<file path="src/design/bgsa_pkg.sv">
// Package for the block-growing slot allocator.
// Holds status and register codes, reset values and the controller/datapath structs.
// Depends on nothing; the controller, datapath, top unit and testbench import it.
`timescale 1ns / 1ps

package bgsa_pkg;

  // Bitmap rows: 16 slots per memory word.
  localparam int ROW_BITS = 16;
  localparam int ROW_LG   = 4;

  // Result status codes.
  localparam logic [1:0] ST_OK       = 2'd0;
  localparam logic [1:0] ST_FULL     = 2'd1;
  localparam logic [1:0] ST_BAD_FREE = 2'd2;

  // Request function codes.
  localparam logic FUNC_ALLOC = 1'b0;
  localparam logic FUNC_FREE  = 1'b1;

  // Configuration register indexes.
  localparam logic [2:0] CFG_BUFFER_SIZE  = 3'd0;
  localparam logic [2:0] CFG_ENTRIES      = 3'd1;
  localparam logic [2:0] CFG_STORAGE_USE  = 3'd2;
  localparam logic [2:0] CFG_UNIFORM_USE  = 3'd3;
  localparam logic [2:0] CFG_STORAGE_LG   = 3'd4;
  localparam logic [2:0] CFG_UNIFORM_LG   = 3'd5;

  // Configuration reset values.
  localparam logic [15:0] RST_BUFFER_SIZE = 16'd256;
  localparam logic [8:0]  RST_ENTRIES     = 9'd16;
  localparam logic        RST_STORAGE_USE = 1'b0;
  localparam logic        RST_UNIFORM_USE = 1'b1;
  localparam logic [3:0]  RST_STORAGE_LG  = 4'd4;
  localparam logic [3:0]  RST_UNIFORM_LG  = 4'd8;

  typedef struct packed {
    logic [15:0] buffer_size;
    logic [8:0]  entries_per_block;
    logic        storage_usage;
    logic        uniform_usage;
    logic [3:0]  storage_align_log2;
    logic [3:0]  uniform_align_log2;
  } cfg_t;

  // Commands from the controller to the datapath.
  typedef struct packed {
    logic       accept;
    logic       free_rd;
    logic       free_wr;
    logic       scan;
    logic       open_rd;
    logic       open_wr;
    logic       div_step;
    logic       mul;
    logic       set_err;
    logic [1:0] err_code;
  } cmd_t;

  // Status from the datapath to the controller.
  typedef struct packed {
    logic free_oor;
    logic bit_set;
    logic hit;
    logic scan_end;
    logic full;
    logic open_last;
    logic div_last;
  } sts_t;

endpackage

</file>
<file path="src/design/bgsa_ram.sv">
// Generic single-write, single-read RAM with a registered read port.
// Used for the free bitmap rows; no dependencies.
`timescale 1ns / 1ps

module bgsa_ram #(
  parameter int WIDTH = 16,
  parameter int DEPTH = 16
) (
  input  logic                                   clk,
  input  logic                                   wr_en,
  input  logic [(DEPTH > 1 ? $clog2(DEPTH) : 1)-1:0] wr_addr,
  input  logic [WIDTH-1:0]                       wr_data,
  input  logic                                   rd_en,
  input  logic [(DEPTH > 1 ? $clog2(DEPTH) : 1)-1:0] rd_addr,
  output logic [WIDTH-1:0]                       rd_data
);

  logic [WIDTH-1:0] mem [DEPTH];

  always_ff @(posedge clk) begin
    if (wr_en) begin
      mem[wr_addr] <= wr_data;
    end
    if (rd_en) begin
      rd_data <= mem[rd_addr];
    end
  end

endmodule

</file>
<file path="src/design/bgsa_ctrl.sv">
// Controller state machine of the slot allocator.
// Sequences free, scan, block open, divide and multiply steps; uses bgsa_pkg.
`timescale 1ns / 1ps

module bgsa_ctrl (
  input  logic           clk,
  input  logic           rst,
  input  logic           start,
  input  logic           func,
  input  bgsa_pkg::sts_t sts,
  output bgsa_pkg::cmd_t cmd,
  output logic           busy,
  output logic           done
);

  import bgsa_pkg::*;

  typedef enum logic [8:0] {
    S_IDLE     = 9'b000000001,
    S_FREE_RD  = 9'b000000010,
    S_FREE_CHK = 9'b000000100,
    S_SCAN     = 9'b000001000,
    S_OPEN_RD  = 9'b000010000,
    S_OPEN_WR  = 9'b000100000,
    S_DIV      = 9'b001000000,
    S_MUL      = 9'b010000000,
    S_RESP     = 9'b100000000
  } state_t;

  state_t state, state_next;

  always_ff @(posedge clk) begin
    if (rst) begin
      state <= S_IDLE;
    end else begin
      state <= state_next;
    end
  end

  always_comb begin
    state_next = state;
    cmd        = '0;
    case (state)
      S_IDLE: begin
        if (start) begin
          cmd.accept = 1'b1;
          if (func == FUNC_FREE) begin
            if (sts.free_oor) begin
              cmd.set_err  = 1'b1;
              cmd.err_code = ST_BAD_FREE;
              state_next   = S_RESP;
            end else begin
              state_next = S_FREE_RD;
            end
          end else begin
            state_next = S_SCAN;
          end
        end
      end
      S_FREE_RD: begin
        cmd.free_rd = 1'b1;
        state_next  = S_FREE_CHK;
      end
      S_FREE_CHK: begin
        // A slot whose bit is already set is free already: the release is refused.
        if (sts.bit_set) begin
          cmd.set_err  = 1'b1;
          cmd.err_code = ST_BAD_FREE;
        end else begin
          cmd.free_wr = 1'b1;
        end
        state_next = S_RESP;
      end
      S_SCAN: begin
        cmd.scan = 1'b1;
        if (sts.hit) begin
          state_next = S_DIV;
        end else if (sts.scan_end) begin
          if (sts.full) begin
            cmd.set_err  = 1'b1;
            cmd.err_code = ST_FULL;
            state_next   = S_RESP;
          end else begin
            state_next = S_OPEN_RD;
          end
        end
      end
      S_OPEN_RD: begin
        cmd.open_rd = 1'b1;
        state_next  = S_OPEN_WR;
      end
      S_OPEN_WR: begin
        cmd.open_wr = 1'b1;
        if (sts.open_last) begin
          state_next = S_MUL;
        end
      end
      S_DIV: begin
        cmd.div_step = 1'b1;
        if (sts.div_last) begin
          state_next = S_MUL;
        end
      end
      S_MUL: begin
        cmd.mul    = 1'b1;
        state_next = S_RESP;
      end
      S_RESP: begin
        state_next = S_IDLE;
      end
      default: begin
        state_next = S_IDLE;
      end
    endcase
  end

  assign busy = (state != S_IDLE);
  assign done = (state == S_RESP);

`ifndef SYNTHESIS
  a_done_single: assert property (@(posedge clk) disable iff (rst) done |=> !done)
    else $error("result strobe held for more than one cycle");
  a_accept_busy: assert property (@(posedge clk) disable iff (rst)
    (start && !busy) |=> busy)
    else $error("accepted item did not make the block busy");
  a_busy_ends_done: assert property (@(posedge clk) disable iff (rst)
    $fell(busy) |-> $past(done))
    else $error("block went idle without delivering a result");
`endif

endmodule

</file>
<file path="src/design/bgsa_dpath.sv">
// Datapath of the slot allocator: bitmap memory, open-slot counters, row scan,
// restoring divider and offset multipliers. Uses bgsa_pkg and bgsa_ram.
`timescale 1ns / 1ps

module bgsa_dpath #(
  parameter int MAX_SLOTS = 256
) (
  input  logic           clk,
  input  logic           rst,
  input  bgsa_pkg::cfg_t cfg,
  input  bgsa_pkg::cmd_t cmd,
  input  logic [7:0]     free_index,
  output bgsa_pkg::sts_t sts,
  output logic [1:0]     status,
  output logic [7:0]     slot_index,
  output logic [7:0]     block_index,
  output logic [23:0]    byte_offset,
  output logic [15:0]    view_size,
  output logic           new_block,
  output logic [24:0]    block_bytes
);

  import bgsa_pkg::*;

  localparam int NROWS = (MAX_SLOTS + ROW_BITS - 1) / ROW_BITS;
  localparam int ROW_W = (NROWS > 1) ? $clog2(NROWS) : 1;
  localparam int SW    = ROW_W + ROW_LG;
  localparam int OS_W  = $clog2(MAX_SLOTS + 1);
  localparam int SUM_W = ((OS_W > 9) ? OS_W : 9) + 1;
  localparam int QW    = (SW > OS_W) ? SW : OS_W;
  localparam int DC_W  = $clog2(QW);

  function automatic logic [16:0] align_up(input logic [16:0] x, input logic [3:0] lg);
    logic [16:0] m;
    m = (17'd1 << lg) - 17'd1;
    return (x + m) & ~m;
  endfunction

  // Architectural state.
  logic [OS_W-1:0]  open_slots;
  logic [OS_W-1:0]  block_count;
  logic [NROWS-1:0] row_valid;

  // Per-item registers.
  logic [7:0]       fidx;
  logic [16:0]      sz_r;
  logic [ROW_W:0]   scan_row;
  logic [ROW_W-1:0] rd_row;
  logic             chk_vld;
  logic [SW-1:0]    slot;
  logic [QW-1:0]    quo;
  logic [8:0]       rem;
  logic [DC_W-1:0]  div_cnt;
  logic [ROW_W-1:0] open_row;
  logic             first_wr;
  logic [1:0]       status_r;
  logic             grant;
  logic             new_blk;
  logic [23:0]      byte_off;
  logic [24:0]      blk_bytes;

  // Memory ports.
  logic                wr_en;
  logic [ROW_W-1:0]    wr_addr;
  logic [ROW_BITS-1:0] wr_data;
  logic                rd_en;
  logic [ROW_W-1:0]    rd_addr;
  logic [ROW_BITS-1:0] rd_data;

  // Combinational helpers.
  logic [8:0]          n;
  logic [16:0]         sz_st;
  logic [16:0]         sz;
  logic [ROW_BITS-1:0] row_data;
  logic [ROW_LG-1:0]   pos;
  logic                any_free;
  logic [SW-1:0]       fidx_slot;
  logic [ROW_W-1:0]    fidx_row;
  logic [ROW_BITS-1:0] fidx_hot;
  logic [ROW_BITS-1:0] pos_hot;
  logic [SUM_W-1:0]    lo;
  logic [SUM_W-1:0]    hi;
  logic [ROW_W-1:0]    first_row;
  logic [ROW_W-1:0]    last_row;
  logic [ROW_BITS-1:0] open_mask;
  logic                scan_rd;
  logic                hit;
  logic [9:0]          trial;

  assign n     = (cfg.entries_per_block == 9'd0) ? 9'd1 : cfg.entries_per_block;
  assign sz_st = cfg.storage_usage ? align_up({1'b0, cfg.buffer_size}, cfg.storage_align_log2)
                                   : {1'b0, cfg.buffer_size};
  assign sz    = cfg.uniform_usage ? align_up(sz_st, cfg.uniform_align_log2) : sz_st;

  // Rows never written since reset read as all zero.
  assign row_data = rd_data & {ROW_BITS{row_valid[rd_row]}};

  always_comb begin
    pos = '0;
    for (int j = ROW_BITS - 1; j >= 0; j--) begin
      if (row_data[j]) begin
        pos = ROW_LG'(j);
      end
    end
  end

  assign any_free  = |row_data;
  assign fidx_slot = SW'(fidx);
  assign fidx_row  = ROW_W'(fidx_slot >> ROW_LG);
  assign fidx_hot  = ROW_BITS'(1) << fidx[ROW_LG-1:0];
  assign pos_hot   = ROW_BITS'(1) << pos;

  // New block covers [open_slots, open_slots + n); its first slot is granted at once.
  assign lo        = SUM_W'(open_slots) + SUM_W'(1);
  assign hi        = SUM_W'(open_slots) + SUM_W'(n);
  assign first_row = ROW_W'(open_slots >> ROW_LG);
  assign last_row  = ROW_W'((hi - SUM_W'(1)) >> ROW_LG);

  always_comb begin
    logic [SUM_W-1:0] idx;
    for (int j = 0; j < ROW_BITS; j++) begin
      idx          = SUM_W'({open_row, ROW_LG'(j)});
      open_mask[j] = (idx >= lo) && (idx < hi);
    end
  end

  assign scan_rd = cmd.scan && (scan_row < (ROW_W + 1)'(NROWS));
  assign hit     = cmd.scan && chk_vld && any_free;
  assign trial   = {rem, quo[QW-1]};

  assign sts.free_oor  = (SUM_W'(free_index) >= SUM_W'(open_slots));
  assign sts.bit_set   = row_data[fidx[ROW_LG-1:0]];
  assign sts.hit       = hit;
  assign sts.scan_end  = !chk_vld && (scan_row == (ROW_W + 1)'(NROWS));
  assign sts.full      = (hi > SUM_W'(MAX_SLOTS));
  assign sts.open_last = (open_row == last_row);
  assign sts.div_last  = (div_cnt == DC_W'(QW - 1));

  always_comb begin
    rd_en   = 1'b0;
    rd_addr = '0;
    if (cmd.free_rd) begin
      rd_en   = 1'b1;
      rd_addr = fidx_row;
    end else if (scan_rd) begin
      rd_en   = 1'b1;
      rd_addr = scan_row[ROW_W-1:0];
    end else if (cmd.open_rd) begin
      rd_en   = 1'b1;
      rd_addr = first_row;
    end
  end

  always_comb begin
    wr_en   = 1'b0;
    wr_addr = '0;
    wr_data = '0;
    if (cmd.free_wr) begin
      wr_en   = 1'b1;
      wr_addr = fidx_row;
      wr_data = row_data | fidx_hot;
    end else if (hit) begin
      wr_en   = 1'b1;
      wr_addr = rd_row;
      wr_data = row_data & ~pos_hot;
    end else if (cmd.open_wr) begin
      // Only the first row can hold slots of earlier blocks.
      wr_en   = 1'b1;
      wr_addr = open_row;
      wr_data = (first_wr ? row_data : '0) | open_mask;
    end
  end

  bgsa_ram #(
    .WIDTH (ROW_BITS),
    .DEPTH (NROWS)
  ) u_map (
    .clk     (clk),
    .wr_en   (wr_en),
    .wr_addr (wr_addr),
    .wr_data (wr_data),
    .rd_en   (rd_en),
    .rd_addr (rd_addr),
    .rd_data (rd_data)
  );

  // Control state.
  always_ff @(posedge clk) begin
    if (rst) begin
      open_slots  <= '0;
      block_count <= '0;
      row_valid   <= '0;
      chk_vld     <= 1'b0;
      grant       <= 1'b0;
      new_blk     <= 1'b0;
      status_r    <= ST_OK;
    end else begin
      chk_vld <= scan_rd;
      if (wr_en) begin
        row_valid[wr_addr] <= 1'b1;
      end
      if (cmd.accept) begin
        grant    <= 1'b0;
        new_blk  <= 1'b0;
        status_r <= ST_OK;
      end
      if (hit) begin
        grant <= 1'b1;
      end
      if (cmd.open_rd) begin
        grant   <= 1'b1;
        new_blk <= 1'b1;
      end
      if (cmd.open_wr && sts.open_last) begin
        open_slots  <= OS_W'(hi);
        block_count <= block_count + OS_W'(1);
      end
      if (cmd.set_err) begin
        status_r <= cmd.err_code;
      end
    end
  end

  // Payload registers.
  always_ff @(posedge clk) begin
    if (cmd.accept) begin
      fidx     <= free_index;
      sz_r     <= sz;
      scan_row <= '0;
    end
    if (scan_rd) begin
      scan_row <= scan_row + (ROW_W + 1)'(1);
    end
    if (rd_en) begin
      rd_row <= rd_addr;
    end
    if (hit) begin
      slot    <= {rd_row, pos};
      quo     <= QW'({rd_row, pos});
      rem     <= '0;
      div_cnt <= '0;
    end
    if (cmd.open_rd) begin
      slot     <= SW'(open_slots);
      quo      <= QW'(block_count);
      rem      <= '0;
      open_row <= first_row;
      first_wr <= 1'b1;
    end
    if (cmd.open_wr) begin
      first_wr <= 1'b0;
      open_row <= open_row + ROW_W'(1);
    end
    if (cmd.div_step) begin
      div_cnt <= div_cnt + DC_W'(1);
      if (trial >= {1'b0, n}) begin
        rem <= 9'(trial - {1'b0, n});
        quo <= {quo[QW-2:0], 1'b1};
      end else begin
        rem <= trial[8:0];
        quo <= {quo[QW-2:0], 1'b0};
      end
    end
    if (cmd.mul) begin
      byte_off  <= 24'(rem * sz_r);
      blk_bytes <= 25'(sz_r * n);
    end
  end

  assign status      = status_r;
  assign slot_index  = grant ? 8'(slot) : 8'd0;
  assign block_index = grant ? 8'(quo) : 8'd0;
  assign byte_offset = grant ? byte_off : 24'd0;
  assign view_size   = grant ? cfg.buffer_size : 16'd0;
  assign new_block   = new_blk;
  assign block_bytes = grant ? blk_bytes : 25'd0;

`ifndef SYNTHESIS
  a_open_bound: assert property (@(posedge clk) disable iff (rst)
    open_slots <= OS_W'(MAX_SLOTS))
    else $error("open slot count beyond pool size");
  a_one_writer: assert property (@(posedge clk) disable iff (rst)
    $onehot0({cmd.free_wr, hit, cmd.open_wr}))
    else $error("two bitmap writers in one cycle");
  a_grant_status: assert property (@(posedge clk) disable iff (rst)
    grant |-> (status_r == ST_OK))
    else $error("granted slot with error status");
`endif

endmodule

</file>
<file path="src/design/block_growing_slot_allocator_unit.sv">
// Free request: after accept the row is read and checked, the slot's bit is set if it was
// clear, and the result is strobed; an unopened index goes straight to the result.
// Allocate: scan of R = ceil(MAX_SLOTS/16) bitmap rows, one row per cycle; a hit then
// runs the divider (QW = divider width, 9 at 256 slots) and the multiply step, a new
// block writes its rows and multiplies, pool full answers after the scan. One item at a
// time: the next is accepted in the cycle after the strobe; results cannot be stalled.
// Synchronous reset closes all slots at once and restores the register defaults.
`timescale 1ns / 1ps

module block_growing_slot_allocator_unit #(
  parameter int MAX_SLOTS = 256
) (
  input  logic        clk,
  input  logic        rst,
  input  logic        start,
  output logic        busy,
  input  logic        func,
  input  logic [7:0]  free_index,
  output logic        done,
  output logic [1:0]  status,
  output logic [7:0]  slot_index,
  output logic [7:0]  block_index,
  output logic [23:0] byte_offset,
  output logic [15:0] view_size,
  output logic        new_block,
  output logic [24:0] block_bytes,
  input  logic        cfg_valid,
  output logic        cfg_ready,
  input  logic [2:0]  cfg_index,
  input  logic [15:0] cfg_data
);

  import bgsa_pkg::*;

  cfg_t cfg;
  cmd_t cmd;
  sts_t sts;

  assign cfg_ready = 1'b1;

  always_ff @(posedge clk) begin
    if (rst) begin
      cfg.buffer_size        <= RST_BUFFER_SIZE;
      cfg.entries_per_block  <= RST_ENTRIES;
      cfg.storage_usage      <= RST_STORAGE_USE;
      cfg.uniform_usage      <= RST_UNIFORM_USE;
      cfg.storage_align_log2 <= RST_STORAGE_LG;
      cfg.uniform_align_log2 <= RST_UNIFORM_LG;
    end else if (cfg_valid && cfg_ready) begin
      case (cfg_index)
        CFG_BUFFER_SIZE: cfg.buffer_size        <= cfg_data;
        CFG_ENTRIES:     cfg.entries_per_block  <= cfg_data[8:0];
        CFG_STORAGE_USE: cfg.storage_usage      <= cfg_data[0];
        CFG_UNIFORM_USE: cfg.uniform_usage      <= cfg_data[0];
        CFG_STORAGE_LG:  cfg.storage_align_log2 <= cfg_data[3:0];
        CFG_UNIFORM_LG:  cfg.uniform_align_log2 <= cfg_data[3:0];
        default: begin
        end
      endcase
    end
  end

  bgsa_ctrl u_ctrl (
    .clk   (clk),
    .rst   (rst),
    .start (start),
    .func  (func),
    .sts   (sts),
    .cmd   (cmd),
    .busy  (busy),
    .done  (done)
  );

  bgsa_dpath #(
    .MAX_SLOTS (MAX_SLOTS)
  ) u_dpath (
    .clk         (clk),
    .rst         (rst),
    .cfg         (cfg),
    .cmd         (cmd),
    .free_index  (free_index),
    .sts         (sts),
    .status      (status),
    .slot_index  (slot_index),
    .block_index (block_index),
    .byte_offset (byte_offset),
    .view_size   (view_size),
    .new_block   (new_block),
    .block_bytes (block_bytes)
  );

endmodule

</file>
<file path="config.mk">
export PLATFORM = sky130hd
export DESIGN_NAME = block_growing_slot_allocator_unit
export DESIGN_NICKNAME = d
export VERILOG_FILES = /design/src/design/bgsa_pkg.sv /design/src/design/bgsa_ram.sv /design/src/design/bgsa_ctrl.sv /design/src/design/bgsa_dpath.sv /design/src/design/block_growing_slot_allocator_unit.sv
export SDC_FILE = /design/constraint.sdc
export NUM_CORES = 2
export LEC_CHECK = 0
export BUFFER_PORTS_ARGS = -buffer_cell sky130_fd_sc_hd__buf_4
export CAP_MARGIN = 20
export CORE_MARGIN = 4
export CORE_UTILIZATION = 69
export CTS_CLUSTER_DIAMETER = 100
export CTS_CLUSTER_SIZE = 16
export DETAILED_ROUTE_END_ITERATION = 8
export GPL_ROUTABILITY_DRIVEN = 0
export PLACE_DENSITY = 0.87
export SETUP_SLACK_MARGIN = 0.2
export SYNTH_ARGS = -nofsm -noshare
export SYNTH_HDL_FRONTEND = slang
export SYNTH_HIERARCHICAL = 1
export SYNTH_SLANG_ARGS = --single-unit
</file>
<file path="constraint.sdc">
create_clock -name clk -period 14.95 [get_ports clk]
set_input_delay 2.2425 -clock clk [delete_from_list [all_inputs] [get_ports clk]]
set_output_delay 2.2425 -clock clk [all_outputs]
set_load 0.03 [all_outputs]
</file>
# Yosys cells after proc, flatten, opt, wreduce, memory -nomap -nowiden
# Memory sizes are Yosys's and may differ from the RTL's. A register that Yosys moved wholly into a read port is not among the register bits.
# Index checks and enable logic that the tools add are counted.
dict set report totals {
  ff_bits 201
  ramBits 256
  input_bits 32
  output_inout_bits 87
  n_memories 1
}
dict set report classes {
  addsub 12
  multipliers 2
  magnitude_cmp 40
  n_eq_ne 22
  shift 4
  n_mux 97
  bitwise 10
  reduce_logical 42
}
# memory words width rd rd_ports_with_merged_regs write_ports line_no
set mem_list {}
lappend mem_list {u_dpath.u_map.mem 16 16 1 1 1 bgsa_ram.sv:18} ;# logic [WIDTH-1:0] mem [DEPTH];
# op count
set op_table {}
lappend op_table {{$ge A8 B10 Y1} 16}
lappend op_table {{$lt A8 B10 Y1} 16}
lappend op_table {{$mux W9} 16}
lappend op_table {{$mux W4} 26}
lappend op_table {{$mux W16} 5}
lappend op_table {{$pmux W9 S7} 1}
lappend op_table {{$or A16 B16 Y16} 3}
lappend op_table {{$and A17 B17 Y17} 2}
lappend op_table {{$mux W17} 2}
lappend op_table {{$not A17 Y17} 2}
lappend op_table {{$shl A1 B4 Y17 const A} 2}
lappend op_table {{$sub A17 B1 Y17 const B} 2}
lappend op_table {{$and A16 B16 Y16} 2}
lappend op_table {{$mux W8} 4}
lappend op_table {{$shl A1 B4 Y16 const A} 2}
lappend op_table {{$mux W1} 26}
lappend op_table {{$mul A17 B9 Y25} 1}
lappend op_table {{$mux W25} 1}
lappend op_table {{$mul A9 B17 Y24} 1}
lappend op_table {{$mux W24} 1}
lappend op_table {{$logic_and A1 B1 Y1} 22}
lappend op_table {{$mux W3} 7}
lappend op_table {{$add A16 B17 Y17} 1}
lappend op_table {{$add A17 B17 Y17} 1}
lappend op_table {{47 further kinds} 67}

# Depth between registers and ports, before layout
dict set report depth {
  word_depth 24
  depth_mapped 24
  mapped_depth_nobuf 23
}

# Modules after synthesis
# The synthesis kept the hierarchy.
# mod instances cells_per_inst area_each_um2 seq_area_each_um2
set modules_own_cells {}
lappend modules_own_cells {bgsa_dpath 1 2445 21084.0 4314.1}
lappend modules_own_cells {bgsa_ram 1 432 10202.3 8167.8}
lappend modules_own_cells {block_growing_slot_allocator_unit 1 147 1536.5 700.7}
lappend modules_own_cells {bgsa_ctrl 1 89 723.2 180.2}

# Worst setup path after synthesis
# No wires, ideal clock.
dict set report synth_timing {
  path_kind {register -> register}
  startpoint {reg cfg[18] (netlist name)}
  endpoint {reg u_dpath.blk_bytes[23], data pin}
  setup_time_ns 0.258
  arrival_time_ns 5.155
  required_time_ns 14.692
  path_slack_ns 9.537
  stages_incl_launch_ff 22
  path_buffers 2
  period_less_slack_ns 5.413
  cell_sequence {dfxtp_1 -> clkbuf_1 -> nor4_1 -> a41o_1 -> clkbuf_1 -> nand2_1 -> fa_1 -> inv_1 -> fa_1 -> inv_1 -> fa_1 -> fa_1 -> inv_1 -> ha_1 -> nand2_1 -> o21ai_0 -> o221ai_1 -> a31o_2 -> o31a_1 -> o21ai_0 -> a21oi_1 -> xnor2_1}
}
dict set report synth_between {
  elab_chain_len 3
}
# item line_no
set synth_rtl {}
lappend synth_rtl {{$logic_not A9 Y1} bgsa_dpath.sv:90} ;# assign n = (cfg.entries_per_block == 9'd0) ? 9'd1 : cfg.entries_per_block;
lappend synth_rtl {{$mux W9 (*)} bgsa_dpath.sv:90}
lappend synth_rtl {{$mul A17 B9 Y25 (*)} bgsa_dpath.sv:266} ;# blk_bytes <= 25'(sz_r * n);
lappend synth_rtl {{to (signal assigned)} bgsa_dpath.sv:266}
lappend synth_rtl {{to (decl)} bgsa_dpath.sv:60} ;# logic [24:0] blk_bytes;
# Mark *: on every way between the ends. The rest lies on a longest branch, timed or not.
# A chain may end at the register's enable or synchronous reset.

# Final worst setup path
dict set report layout_timing {
  startpoint {reg cfg[17] (netlist name)}
  endpoint {reg u_dpath.blk_bytes[23], data pin}
}
dict set report layout_between {
  elab_chain_len 3
}
# item line_no
set layout_rtl {}
lappend layout_rtl {{$logic_not A9 Y1} bgsa_dpath.sv:90}
lappend layout_rtl {{$mux W9 (*)} bgsa_dpath.sv:90}
lappend layout_rtl {{$mul A17 B9 Y25 (*)} bgsa_dpath.sv:266}
# Marks and branches as above.

==> impl_results.md <==
- Count of routing violations after the opening detailed-route iteration: 2597
- Adder and majority cell fraction of the synthesized area: 0.189
- Slowest-stage cell, CP: sky130_fd_sc_hd__a41o_1
- Antenna violations before repair: 0
- Rel. slew slack: 0.194
- Main area contributors after synthesis: sky130_fd_sc_hd__edfxtp_1 (35%), sky130_fd_sc_hd__fa_1 (13%), sky130_fd_sc_hd__ha_1 (6.1%)
- Crit path capture: u_dpath/blk_bytes[23]$_DFFE_PP_
- Die area: 0.0522 sq mm
- Die height: around 230 microns
- Final net count: 3562
- Worst setup startpoint: cfg[17]$_SDFFE_PP0P_
- Final total power: approximately 4.5 mW
- Number of setup violations in the final report: 0
- Share of post-route cells with drive strength above 1: 0.104
- Clock network latency to the later pin of the worst-skew pair: just under 600 ps
- Endpoint of the worst register-to-register path: u_dpath/blk_bytes[23]$_DFFE_PP_
- Maximum clock frequency: 158 MHz
- Number of nets with antenna violations after detailed routing: 0
- Share of the clock period used by the worst path after layout: 0.422
- CTS tree: built
- Resized cells post-CTS: 0
- Setup repair after global routing missed its margin: no
- CTS Hold Bufs: 0
- Pin count of the biggest net entering global routing: 105
- Combinational family with the most area after synthesis: adder cells
- Horizontal die dimension: 228 microns
- TritonCTS buffer count: 35
- Fraction of the mapped netlist area in compound gates: 0.0990
- Req. time, crit path: roughly 15000 ps
- Detail-routed via count per cell: 6.51
- Worst Hold Class: reg2reg
- Remaining Overflow, GRT: 0
- Maximum VDD drop: approximately 0.26 mV
- Synthesized-area fraction occupied by xor and xnor cells: 0.0243
- CP most frequent cell: sky130_fd_sc_hd__fa_1
- Clock Pin Slew Worst Setup and Hold Paths: 80 ps
- Routed WL per cell: between 20 and 25 microns
- Post-place instance area: 0.0348 sq mm
- Number of port buffers: 117
- Detailed-route DRC error count: 0
- Post-Syn Area: 0.0335 sq mm
- Total global routing track utilization: 0.323
- Largest stage delay on the critical path: 690 ps
- Synth Flop Type: sky130_fd_sc_hd__edfxtp_1
- Power density over cell area: 125 mW/mm^2
- Filler cell count in the final layout: 3054
- Setup CP Type: reg2reg
- Row count: 80
- Area growth syn-to-layout: 7.49%
- Crit path max fanout: 21
- Hold depth: 2
- Buffers inserted by post-CTS timing repair: 0
- Count of H-tree levels built during CTS: 2
- Layout Cell Area excl Fill: 0.0361 sq mm
- Max Buffers Root-to-Sink: 3
- Final slew viol count: 0
- Sequential share of the synthesized area: 0.398
- Total inserted antenna cells: 0
- Multiplexer share of the synthesized area: 0.0678
- Logic depth of the worst path, buffers included: 19
- Cell type contributing the most total cell area after synthesis: sky130_fd_sc_hd__edfxtp_1
- Cell Chain, Critical Path: nor4_1, a41o_1, nand2_1, fa_1, inv_1, fa_1, inv_1, fa_1, fa_1, inv_1, ha_1, nand2_1, o21ai_0, o221ai_1, a31o_2, o31a_1, o21ai_0, a21oi_1, xnor2_1
- Number of enable flip-flop cells after synthesis: 389
- Synth unique cells: 101
- Critical path data arrival time: 6630 ps
- Maximum capacitance violations: 0
- Wire length after detailed routing: 85600 microns
- Count of endpoints failing hold in the final timing report: 0
- Worst-margin pin slew: roughly 1200 ps
- Number of warnings issued by yosys: 6
- Simple-gate portion of the synthesized area: 0.163
- Wire length of the first global-routing pass: 135000 microns
- Cell type group with the largest total delay on the critical path: adder cells
- Reported leakage power: approximately 15 nW
- Status: completed
- Commonest non-fill, non-tap cell in the layout: sky130_fd_sc_hd__edfxtp_1
- FF+latch count, synth: between 400 and 500
- Mean area per synthesized cell: between 10 and 15 sq um
- Clock root buffer master: sky130_fd_sc_hd__clkbuf_16
- Crit path time final: 6310 ps
- Flop2flop setup slack: 8640 ps
- Number of iterations in the first detailed-routing pass: 9
- Floorplan core area: roughly 0.048 sq mm
- Final HPWL DP: 59100 microns
- Kind of end point of the critical path: flop
- Worst slack on hold paths: 468 ps
- Total number of vias: 24702
- Initial Util: 0.700
- Via count of the first global-routing pass: roughly 25000
- Synth async-reset ratio: 0
- Number of instances in the synthesized netlist: 3113
- Number of sinks on the clock net: between 400 and 500
- Final worst clock skew: 35.1 ps
- Setup Total Neg Slack: 0 ps
- Ports: 119
- Yosys top cell area share: 0.348
- Length in cells of the worst reg-to-reg path: 19
- Most frequent cells in the layout: sky130_fd_sc_hd__edfxtp_1 (389), sky130_fd_sc_hd__inv_1 (328), sky130_fd_sc_hd__nand2_1 (312)
- Startpoint Class: flop
- Worst r2r src: cfg[17]$_SDFFE_PP0P_
- Sum of buffers and inverters on the critical path: 3
==> cells in the mapped netlist, types with 70 or more instances <==
master	number
sky130_fd_sc_hd__clkbuf_1	129
sky130_fd_sc_hd__nand2b_1	70
sky130_fd_sc_hd__ha_1	163
sky130_fd_sc_hd__inv_1	328
sky130_fd_sc_hd__nand2_1	312
sky130_fd_sc_hd__and2_1	246
sky130_fd_sc_hd__nor2_1	159
sky130_fd_sc_hd__dfxtp_1	84
sky130_fd_sc_hd__o21ai_0	101
sky130_fd_sc_hd__fa_1	214
sky130_fd_sc_hd__edfxtp_1	389
sky130_fd_sc_hd__a21oi_1	107
==> kinds of logic after synthesis <==
group / Yosys count
and+or+nand+nor: 1051
muxes: 130
DFF: 473
AOI/OAI and AO/OA: 491
xor gates and xnor gates: 93
adders and majority gates: 377
buffers and inverters: 496
other: 2
==> power breakdown <==
part	internal (mW)	switching, mW	leakage, nW
Clock	0.467	0.477	0.507
Combinational	0.904	1.08	9.75
Sequential	1.55	0.0432	4.34
Total	2.92	1.60	14.6
==> worst min path at each step <==
stage / start / endpoint / slack (ps)
floorplan: u_dpath/row_valid[3]$_SDFFE_PP0P_ / u_dpath/row_valid[3]$_SDFFE_PP0P_ / 430
global placement: u_dpath/row_valid[4]$_SDFFE_PP0P_ / u_dpath/row_valid[4]$_SDFFE_PP0P_ / 440
detailed placement: u_dpath/row_valid[9]$_SDFFE_PP0P_ / u_dpath/row_valid[9]$_SDFFE_PP0P_ / 460
CTS: u_dpath/row_valid[3]$_SDFFE_PP0P_ / u_dpath/row_valid[3]$_SDFFE_PP0P_ / 470
global route: u_dpath/row_valid[3]$_SDFFE_PP0P_ / u_dpath/row_valid[3]$_SDFFE_PP0P_ / 500
finish: u_dpath/row_valid[3]$_SDFFE_PP0P_ / u_dpath/row_valid[3]$_SDFFE_PP0P_ / 470
==> stage by stage <==
stage	util	instances	setup slack, ps
6_report	0.752	3795	8640
5_1_grt	0.752	3795	8400
4_1_cts	0.748	3778	8640
3_5_place_dp	0.726	3714	8690
2_1_floorplan	-	3114	9540
3_3_place_gp	0.726	3714	9100
==> layer usage <==
metal  part of all wire  up-vias  global-route usage
met3              0.078      389              0.0541
met5                  0        -                   0
met1               0.35    12051               0.381
met4              0.063        0               0.170
met2               0.51     1365               0.570
li1                   -    10897                   -
==> layout make-up <==
type / instances / area, sq um / share of cell area
clock buffers: 61 / 1010 / 0.0280
clock inverters: 3 / 48.8 / 0.00135
inverters: 331 / 1240 / 0.0345
multi-input cells: 2145 / 18300 / 0.507
flip-flops and latches: 473 / 13400 / 0.371
well taps: 615 / 769 / 0.0213
repair buffers: 167 / 1340 / 0.0371
==> worst min-delay path, stage by stage, from the launching register on <==
cell and delay (ps):
sky130_fd_sc_hd__dfxtp_1 320, sky130_fd_sc_hd__inv_1 50, sky130_fd_sc_hd__o32ai_1 50
==> state kept, by name, summed over array words and instances, names as in the netlist, 16 cells and up <==
register               count
u_dpath/blk_bytes         25
u_dpath/byte_off          24
u_dpath/sz_r              17
u_dpath/u_map/rd_data     16
u_dpath/u_map/mem        256
u_dpath/row_valid         16
cfg                       35
Power figures use the tool's default switching activity.
